==> config.mk <==
export PLATFORM = sky130hd
export DESIGN_NAME = fsk_tape_byte_decoder
export DESIGN_NICKNAME = d
export VERILOG_FILES = /design/src/rtl/ftbd_pkg.sv /design/src/rtl/ftbd_front.sv /design/src/rtl/ftbd_queue.sv /design/src/rtl/ftbd_back.sv /design/src/rtl/fsk_tape_byte_decoder.sv
export SDC_FILE = /design/constraint.sdc
export NUM_CORES = 1
export LEC_CHECK = 0
export ABC_AREA = 1
export CORE_MARGIN = 8
export CORE_UTILIZATION = 60
export CTS_BUF_LIST = sky130_fd_sc_hd__clkbuf_8 sky130_fd_sc_hd__clkbuf_16
export DETAILED_ROUTE_END_ITERATION = 6
export DONT_BUFFER_PORTS = 1
export PLACE_DENSITY = 0.75
export SLEW_MARGIN = 5
export SYNTH_ARGS = -nofsm -noshare
export SYNTH_HDL_FRONTEND = slang
export SYNTH_HIERARCHICAL = 1
export SYNTH_SLANG_ARGS = --single-unit
==> constraint.sdc <==
create_clock -name clock -period 4.4 [get_ports clock]
set_clock_uncertainty 0.15 [all_clocks]
set_input_delay 0.22 -clock clock [delete_from_list [all_inputs] [get_ports clock]]
set_output_delay 0.22 -clock clock [all_outputs]
set_load 0.02 [all_outputs]
==> src/rtl/ftbd_pkg.sv <==
// Shared types and constants for the FSK tape byte decoder.
package ftbd_pkg;

   localparam int unsigned DataBits      = 8;
   localparam int unsigned BitCountWidth = 4;
   localparam int unsigned AddrWidth     = 5;
   localparam int unsigned CsrDataWidth  = 32;

   localparam logic [15:0] HighHalfPeriodReset = 16'd208;
   localparam logic [15:0] LowHalfPeriodReset  = 16'd417;
   localparam logic [14:0] ToleranceReset      = 15'd50;
   localparam logic [7:0]  LowNotesReset       = 8'd2;
   localparam logic [7:0]  HighNotesReset      = 8'd4;

   typedef enum logic [2:0] {
      CLASS_UNDER   = 3'd0,
      CLASS_HIGH    = 3'd1,
      CLASS_TRANS   = 3'd2,
      CLASS_LOW     = 3'd3,
      CLASS_OVER    = 3'd4,
      CLASS_UNKNOWN = 3'd5
   } interval_class_type;

   typedef enum logic [1:0] {
      NOTE_LOW     = 2'd0,
      NOTE_HIGH    = 2'd1,
      NOTE_TRANS   = 2'd2,
      NOTE_UNKNOWN = 2'd3
   } note_type;

   typedef enum logic [2:0] {
      REG_HIGH_HALF_PERIOD = 3'd0,
      REG_LOW_HALF_PERIOD  = 3'd1,
      REG_TOLERANCE        = 3'd2,
      REG_LOW_NOTES        = 3'd3,
      REG_HIGH_NOTES       = 3'd4
   } reg_index_type;

   typedef struct packed {
      logic [15:0] high_half_period_us;
      logic [15:0] low_half_period_us;
      logic [14:0] tolerance_us;
      logic [7:0]  low_notes_per_bit;
      logic [7:0]  high_notes_per_bit;
   } cfg_type;

   typedef struct packed {
      logic               push;
      interval_class_type interval_class;
   } front_type;

   typedef struct packed {
      interval_class_type interval_class;
      logic               byte_ready;
      logic [7:0]         byte_value;
      logic               frame_error;
   } result_type;

endpackage

==> src/rtl/ftbd_front.sv <==
// Front end: accepts edge intervals and classifies them against the tone windows.
module ftbd_front (
   input  ftbd_pkg::cfg_type   cfg,
   input  logic                req_valid,
   input  logic                req_stall,
   input  logic [15:0]         req_edge_interval_us,
   output ftbd_pkg::front_type front
);
   import ftbd_pkg::*;

   logic signed [17:0] x_s;
   logic signed [17:0] h_s;
   logic signed [17:0] l_s;
   logic signed [17:0] w_s;
   logic signed [17:0] h_lo;
   logic signed [17:0] h_hi;
   logic signed [17:0] l_lo;
   logic signed [17:0] l_hi;

   assign x_s  = {2'b00, req_edge_interval_us};
   assign h_s  = {2'b00, cfg.high_half_period_us};
   assign l_s  = {2'b00, cfg.low_half_period_us};
   assign w_s  = {3'b000, cfg.tolerance_us};
   assign h_lo = h_s - w_s;
   assign h_hi = h_s + w_s;
   assign l_lo = l_s - w_s;
   assign l_hi = l_s + w_s;

   always_comb begin
      if (h_lo > x_s) begin
         front.interval_class = CLASS_UNDER;
      end else if (x_s < h_hi) begin
         front.interval_class = CLASS_HIGH;
      end else if (x_s < l_lo) begin
         front.interval_class = CLASS_TRANS;
      end else if ((l_lo <= x_s) && (x_s < l_hi)) begin
         front.interval_class = CLASS_LOW;
      end else if (l_hi < x_s) begin
         front.interval_class = CLASS_OVER;
      end else begin
         front.interval_class = CLASS_UNKNOWN;
      end
   end

   assign front.push = req_valid & ~req_stall;

endmodule

==> src/rtl/ftbd_queue.sv <==
// Two-entry queue of classified intervals between front and back ends.
module ftbd_queue (
   input  logic                         clock,
   input  logic                         reset,
   input  ftbd_pkg::front_type          front,
   input  logic                         pop,
   output logic                         full,
   output logic                         not_empty,
   output ftbd_pkg::interval_class_type head
);
   import ftbd_pkg::*;

   interval_class_type entry_ff [2];
   logic               wr_ptr_ff;
   logic               wr_ptr_in;
   logic               rd_ptr_ff;
   logic               rd_ptr_in;
   logic [1:0]         count_ff;
   logic [1:0]         count_in;

   assign full      = (count_ff == 2'd2);
   assign not_empty = (count_ff != 2'd0);
   assign head      = entry_ff[rd_ptr_ff];

   always_comb begin
      wr_ptr_in = front.push ? ~wr_ptr_ff : wr_ptr_ff;
      rd_ptr_in = pop ? ~rd_ptr_ff : rd_ptr_ff;
      count_in  = count_ff + {1'b0, front.push} - {1'b0, pop};
   end

   always_ff @(posedge clock) begin
      if (front.push) begin
         entry_ff[wr_ptr_ff] <= front.interval_class;
      end
   end

   always_ff @(posedge clock) begin
      if (reset) begin
         wr_ptr_ff <= 1'b0;
         rd_ptr_ff <= 1'b0;
         count_ff  <= 2'd0;
      end else begin
         wr_ptr_ff <= wr_ptr_in;
         rd_ptr_ff <= rd_ptr_in;
         count_ff  <= count_in;
      end
   end

endmodule

==> src/rtl/ftbd_back.sv <==
// Back end: note runs, bit framing and the registered result stage.
module ftbd_back (
   input  logic                         clock,
   input  logic                         reset,
   input  ftbd_pkg::cfg_type            cfg,
   input  logic                         q_not_empty,
   input  ftbd_pkg::interval_class_type q_head,
   output logic                         pop,
   output logic                         rsp_valid,
   input  logic                         rsp_stall,
   output ftbd_pkg::result_type         result
);
   import ftbd_pkg::*;

   logic                           in_frame_ff;
   logic                           in_frame_in;
   note_type                       prev_note_ff;
   note_type                       prev_note_in;
   logic [7:0]                     run_length_ff;
   logic [7:0]                     run_length_in;
   logic [7:0]                     run_target_ff;
   logic [7:0]                     run_target_in;
   logic                           start_seen_ff;
   logic                           start_seen_in;
   logic [BitCountWidth-1:0]       bits_taken_ff;
   logic [BitCountWidth-1:0]       bits_taken_in;
   logic [DataBits-1:0]            shift_byte_ff;
   logic [DataBits-1:0]            shift_byte_in;
   logic                           rsp_valid_ff;
   logic                           rsp_valid_in;
   result_type                     result_ff;
   result_type                     result_in;

   logic                           load;
   logic                           is_note;
   note_type                       note;
   logic [7:0]                     run_inc;
   logic                           bit_val;
   logic                           bit_fire;

   assign load      = ~rsp_valid_ff | ~rsp_stall;
   assign pop       = q_not_empty & load;
   assign rsp_valid = rsp_valid_ff;
   assign result    = result_ff;
   assign run_inc   = run_length_ff + 8'd1;

   always_comb begin
      is_note = 1'b0;
      note    = NOTE_UNKNOWN;
      case (q_head)
         CLASS_HIGH: begin
            is_note = 1'b1;
            note    = NOTE_HIGH;
         end
         CLASS_TRANS: begin
            is_note = 1'b1;
            note    = NOTE_TRANS;
         end
         CLASS_LOW: begin
            is_note = 1'b1;
            note    = NOTE_LOW;
         end
         default: begin
            is_note = 1'b0;
            note    = NOTE_UNKNOWN;
         end
      endcase
   end

   always_comb begin
      in_frame_in   = in_frame_ff;
      prev_note_in  = prev_note_ff;
      run_length_in = run_length_ff;
      run_target_in = run_target_ff;
      start_seen_in = start_seen_ff;
      bits_taken_in = bits_taken_ff;
      shift_byte_in = shift_byte_ff;
      bit_fire      = 1'b0;
      bit_val       = (note == NOTE_HIGH);
      result_in.interval_class = q_head;
      result_in.byte_ready     = 1'b0;
      result_in.byte_value     = '0;
      result_in.frame_error    = 1'b0;

      if (pop && is_note && (in_frame_ff || (note == NOTE_LOW))) begin
         in_frame_in = 1'b1;
         if (note == prev_note_ff) begin
            run_length_in = run_inc;
            if (run_inc == run_target_ff) begin
               run_length_in = '0;
               bit_fire      = (note != NOTE_TRANS);
            end
         end else begin
            run_length_in = 8'd1;
            prev_note_in  = note;
            run_target_in = (note == NOTE_LOW) ? cfg.low_notes_per_bit
                                               : cfg.high_notes_per_bit;
         end
      end

      if (bit_fire) begin
         if (!start_seen_ff && !bit_val) begin
            start_seen_in = 1'b1;
         end else if (start_seen_ff && (bits_taken_ff < BitCountWidth'(DataBits))) begin
            shift_byte_in = shift_byte_ff
                          | (DataBits'(bit_val) << bits_taken_ff[$clog2(DataBits)-1:0]);
            bits_taken_in = bits_taken_ff + 1'b1;
         end else if ((bits_taken_ff == BitCountWidth'(DataBits)) && bit_val) begin
            result_in.byte_ready = 1'b1;
            result_in.byte_value = shift_byte_ff;
            start_seen_in        = 1'b0;
            bits_taken_in        = '0;
            shift_byte_in        = '0;
            in_frame_in          = 1'b0;
         end else begin
            result_in.frame_error = 1'b1;
         end
      end

      rsp_valid_in = load ? q_not_empty : rsp_valid_ff;
   end

   always_ff @(posedge clock) begin
      if (pop) begin
         result_ff <= result_in;
      end
   end

   always_ff @(posedge clock) begin
      if (reset) begin
         in_frame_ff   <= 1'b0;
         prev_note_ff  <= NOTE_UNKNOWN;
         run_length_ff <= '0;
         run_target_ff <= '0;
         start_seen_ff <= 1'b0;
         bits_taken_ff <= '0;
         shift_byte_ff <= '0;
         rsp_valid_ff  <= 1'b0;
      end else begin
         in_frame_ff   <= in_frame_in;
         prev_note_ff  <= prev_note_in;
         run_length_ff <= run_length_in;
         run_target_ff <= run_target_in;
         start_seen_ff <= start_seen_in;
         bits_taken_ff <= bits_taken_in;
         shift_byte_ff <= shift_byte_in;
         rsp_valid_ff  <= rsp_valid_in;
      end
   end

endmodule

==> src/rtl/fsk_tape_byte_decoder.sv <==
// Top level of the FSK tape byte decoder: register port, front end, queue, back end.
// An accepted item is written into the queue, then popped into the registered result
// stage once the queue holds nothing older and the result stage is free to load.
// Throughput: one item per cycle while req_stall is low; the two-entry queue and the
// result register decouple the input side from a stalled output side.
// Reset (synchronous, active high): empties queue and result stage, clears the framing
// state and loads the register defaults 208, 417, 50, 2 and 4.
module fsk_tape_byte_decoder (
   input  logic                               clock,
   input  logic                               reset,
   input  logic                               req_valid,
   output logic                               req_stall,
   input  logic [15:0]                        req_edge_interval_us,
   output logic                               rsp_valid,
   input  logic                               rsp_stall,
   output logic [2:0]                         rsp_interval_class,
   output logic                               rsp_byte_ready,
   output logic [7:0]                         rsp_byte_value,
   output logic                               rsp_frame_error,
   input  logic                               psel,
   input  logic                               penable,
   input  logic                               pwrite,
   input  logic [ftbd_pkg::AddrWidth-1:0]     paddr,
   input  logic [ftbd_pkg::CsrDataWidth-1:0]  pwdata,
   output logic [ftbd_pkg::CsrDataWidth-1:0]  prdata,
   output logic                               pready
);
   import ftbd_pkg::*;

   cfg_type            cfg_ff;
   cfg_type            cfg_in;
   reg_index_type      reg_index;
   logic               wr_en;
   front_type          front;
   logic               q_full;
   logic               q_not_empty;
   interval_class_type q_head;
   logic               pop;
   result_type         result;

   assign pready    = 1'b1;
   assign wr_en     = psel & penable & pwrite;
   assign reg_index = reg_index_type'(paddr[AddrWidth-1:2]);

   always_comb begin
      cfg_in = cfg_ff;
      prdata = '0;
      unique case (reg_index)
         REG_HIGH_HALF_PERIOD: begin
            prdata = CsrDataWidth'(cfg_ff.high_half_period_us);
            if (wr_en) cfg_in.high_half_period_us = pwdata[15:0];
         end
         REG_LOW_HALF_PERIOD: begin
            prdata = CsrDataWidth'(cfg_ff.low_half_period_us);
            if (wr_en) cfg_in.low_half_period_us = pwdata[15:0];
         end
         REG_TOLERANCE: begin
            prdata = CsrDataWidth'(cfg_ff.tolerance_us);
            if (wr_en) cfg_in.tolerance_us = pwdata[14:0];
         end
         REG_LOW_NOTES: begin
            prdata = CsrDataWidth'(cfg_ff.low_notes_per_bit);
            if (wr_en) cfg_in.low_notes_per_bit = pwdata[7:0];
         end
         REG_HIGH_NOTES: begin
            prdata = CsrDataWidth'(cfg_ff.high_notes_per_bit);
            if (wr_en) cfg_in.high_notes_per_bit = pwdata[7:0];
         end
         default: begin
            prdata = '0;
         end
      endcase
   end

   always_ff @(posedge clock) begin
      if (reset) begin
         cfg_ff.high_half_period_us <= HighHalfPeriodReset;
         cfg_ff.low_half_period_us  <= LowHalfPeriodReset;
         cfg_ff.tolerance_us        <= ToleranceReset;
         cfg_ff.low_notes_per_bit   <= LowNotesReset;
         cfg_ff.high_notes_per_bit  <= HighNotesReset;
      end else begin
         cfg_ff <= cfg_in;
      end
   end

   assign req_stall = q_full;

   ftbd_front u_front (
      .cfg                  (cfg_ff),
      .req_valid            (req_valid),
      .req_stall            (req_stall),
      .req_edge_interval_us (req_edge_interval_us),
      .front                (front)
   );

   ftbd_queue u_queue (
      .clock     (clock),
      .reset     (reset),
      .front     (front),
      .pop       (pop),
      .full      (q_full),
      .not_empty (q_not_empty),
      .head      (q_head)
   );

   ftbd_back u_back (
      .clock       (clock),
      .reset       (reset),
      .cfg         (cfg_ff),
      .q_not_empty (q_not_empty),
      .q_head      (q_head),
      .pop         (pop),
      .rsp_valid   (rsp_valid),
      .rsp_stall   (rsp_stall),
      .result      (result)
   );

   assign rsp_interval_class = result.interval_class;
   assign rsp_byte_ready     = result.byte_ready;
   assign rsp_byte_value     = result.byte_value;
   assign rsp_frame_error    = result.frame_error;

endmodule

==> results.yml <==
floorplanning:
  ios: 108
  die_area_um2: 22600
  chipHeight_um: 150
  core_area_um2: 17800
  start_util_pct: 60.6
  die_x_um: 150
  fp-row-count: 49
setup_path:
  reg2reg_to: "u_queue/entry_ff[1][1]$_DFFE_PP_"
  reg2regPathDepth: 19
  arrival_ns: 3.95
  cp.required_ns: 4.42
  reg2reg_from: "cfg_ff[19]$_SDFFE_PP0P_"
  worst-r2r-setup-slack_ns: 0.46
  crit_path_start_kind: "flip-flop"
  crit_path_max_fanout: 5
  end_kind: "flip-flop"
  worstSetupPathType: "flip-flop to flip-flop"
min_path:
  hold_end: "cfg_ff[15]$_SDFFE_PP0P_"
  hold_path.class: "input port to flip-flop"
  hp-start: "paddr[2]"
  holdPathStages: 4
synthesis:
  netlist_instances: 1610
  synthArstFlopShare_pct: 0
  yosysUniqueCellTypes: 53
  mappedNetlistArea_um2: 10800
  synth_edf_count: 19
  avgSynthCellArea_um2: 6.71
  synth_warnings: 6
  seq_area_frac_synth_pct: 24.0
  ys.flop_type: "dfxtp_1"
  ys_seq_elements: 120
cts:
  cts_num_sinks: 120
  tritoncts: "built"
  clock-root-buffer: "clkbuf_16"
  post_cts.repair.setup_buffers: 0
  cts_made_buffers: 17
  clk_pin_slew_ns: 0.06
  clockBufferDepth: 2
  ctsHtreeMaxLevel: 4
  clock_latency_ns: 0.43
routing:
  routed_wl_um: 28800
  routedWlPerCell_um: 15.6
  drc: 0
  vias_per_cell: 5.54
  firstDrtPassIters: 5
  drt-initial-drc-count: 741
  num_vias: 10215
  antenna_left: 0
cells_and_area:
  layout.nets: 1794
  area_growth_pct: 7.35
  fin_area_um2: 11600
  diodes: 0
  final_cell_mix: "363 x nand2_1, 213 x nor2_1, 203 x inv_1"
  mostFrequentLayoutCell: "nand2_1"
  fill_cells: 1630
  drive_gt1_share_pct: 7.00
timing:
  slew_violations: 0
  setup_slack_ns: 0.463
  hold_viol: 0
  finalSetupViolCount: 0
  maxSlewHeadroom_pct: 27.3
  max_freq_ghz: 0.254
  finalCritPeriodShare_pct: 89.5
  rsz0062_at_grt: "no"
  tightest_slew_ns: 1.09
  tns_ns: 0
  min_period_ns: 3.94
place:
  pre_cts_ws_ns: 0.567
  io_buffers: 0
  hpwl_um: 22200
  routabilityCongestion: 0.919
  placed_cell_area_um2: 10800
grt:
  grt_overflow: 0
  first_global_vias: 9402
  grt_use_total_pct: 25.8
  grt_pass1_wl_um: 46700
  antenna_found_initial: 0
  grt_max_degree: 64
power:
  power.leakage_nw: 5.80
  peakVddDrop_mv: 0.444
  p_total_w: 0.00346
  p_per_area_nw_per_um2: 298
run_status:
  status: "complete, no violations"
job:
  maxCapViolCount: 0
-- Yosys cell counts (8+ instances only) --
library cell | instances | share of area [%]
o21ai_0 | 37 | 1.7
nor3_1 | 11 | 0.51
nand3_1 | 133 | 6.2
a21oi_1 | 81 | 3.8
inv_2 | 12 | 0.42
clkbuf_1 | 12 | 0.42
dfxtp_1 | 101 | 19
buf_4 | 29 | 2.0
edfxtp_1 | 19 | 5.3
o21ai_2 | 8 | 0.65
nor2_1 | 213 | 7.4
nor4_1 | 9 | 0.52
nand2_1 | 363 | 13
nand2_2 | 15 | 0.87
nor2_2 | 9 | 0.52
inv_1 | 203 | 7.1
xor2_1 | 56 | 4.5
nand4_1 | 31 | 1.8
buf_2 | 24 | 1.1
a31oi_1 | 14 | 0.81
ha_1 | 128 | 15
-- how the worst max path moves through the flow --
| stage | start | endpoint | slack, ns | depth (start not counted) |
|---|---|---|---|---|
| after floorplan | cfg_ff[17]$_SDFFE_PP1P_ | u_queue/entry_ff[0][1]$_DFFE_PP_ | 1.06 | 19 |
| after global placement | cfg_ff[19]$_SDFFE_PP0P_ | u_queue/entry_ff[0][1]$_DFFE_PP_ | 0.65 | 19 |
| after detailed placement | cfg_ff[19]$_SDFFE_PP0P_ | u_queue/entry_ff[1][1]$_DFFE_PP_ | 0.57 | 19 |
| after CTS | cfg_ff[19]$_SDFFE_PP0P_ | u_queue/entry_ff[1][1]$_DFFE_PP_ | 0.55 | 19 |
| after global routing | cfg_ff[19]$_SDFFE_PP0P_ | u_queue/entry_ff[1][1]$_DFFE_PP_ | 0.21 | 19 |
| final | cfg_ff[19]$_SDFFE_PP0P_ | u_queue/entry_ff[1][1]$_DFFE_PP_ | 0.46 | 19 |
-- state kept, by name, summed over array words and instances (netlist names), named ones only --
signal,cells
cfg_ff,63
u_back/bits_taken_ff,4
u_back/in_frame_ff,1
u_back/prev_note_ff,2
u_back/result,13
u_back/rsp_valid,1
u_back/run_length_ff,8
u_back/run_target_ff,8
u_back/shift_byte_ff,8
u_back/start_seen_ff,1
u_queue/count_ff,2
u_queue/entry_ff,6
u_queue/rd_ptr_ff,1
u_queue/wr_ptr_ff,1
-- metal layers --
metal	share of wire (%)	track usage, %	vias up
met5	0	0	-
met4	1.7	7.45	0
met3	7.7	5.44	32
met2	44	39.9	380
met1	47	35.5	4645
li1	-	-	5158
-- final cells by class --
type | instances | area, um2 | share of cell area, %
Clock buffer | 18 | 439 | 3.79
Sequential cell | 120 | 2590 | 22.3
Inverter | 215 | 807 | 6.96
Multi-Input combinational cell | 1217 | 7040 | 60.6
Tap cell | 229 | 287 | 2.47
Timing Repair Buffer | 31 | 300 | 2.59
Clock inverter | 13 | 140 | 1.21
-- repair_timing --
| action | in CTS | in global routing |
|---|---|---|
| resized for setup | 0 | 0 |
| hold buffers | 27 | 0 |
| endpoints found under the hold margin | 77 | 0 |
-- worst max-delay path: stages (launching register included) --
cell and delay [ns]:
dfxtp_1 0.44, inv_1 0.10, ha_1 0.39, inv_2 0.13, o21ai_1 0.08, a31oi_1 0.35
o21ai_2 0.15, a21boi_1 0.25, o21bai_1 0.11, xor2_1 0.18, ha_1 0.32, nand2_1 0.08
nor4_1 0.28, nand2_1 0.07, nor4_1 0.18, inv_1 0.07, nand3_1 0.12, inv_1 0.05
nor2_1 0.10, nor2_1 0.06
-- cells by family after synthesis --
kind of cell,synth area share [%]
AND/OR/NAND/NOR,32.8
buffers and inverters,11.4
AO/OA/AOI/OAI,10.8
adder cells (fa/ha/maj),15.6
flip-flops,24.0
XOR/XNOR,5.02
multiplexers,0.313
other,0.0695
-- through the flow --
step                      cells  hold WS, ns  utilization (%)
final                      1843       0.0303             65.0
after global routing       1843       0.0443             65.0
after CTS                  1843       0.0186             65.0
after detailed placement   1785        0.147             60.3
after global placement     1785        0.145             60.3
after floorplan            1625        0.141                -
-- power by group --
| group | total (W) | leakage, nW | internal [W] | switching (W) |
|---|---|---|---|---|
| combinational | 0.000716 | 4.51 | 0.000233 | 0.000483 |
| clock | 0.00139 | 0.289 | 0.000850 | 0.000542 |
| sequential | 0.00135 | 1.00 | 0.00123 | 0.000113 |
| total | 0.00346 | 5.80 | 0.00232 | 0.00114 |
(Power assumes the default switching activity.)
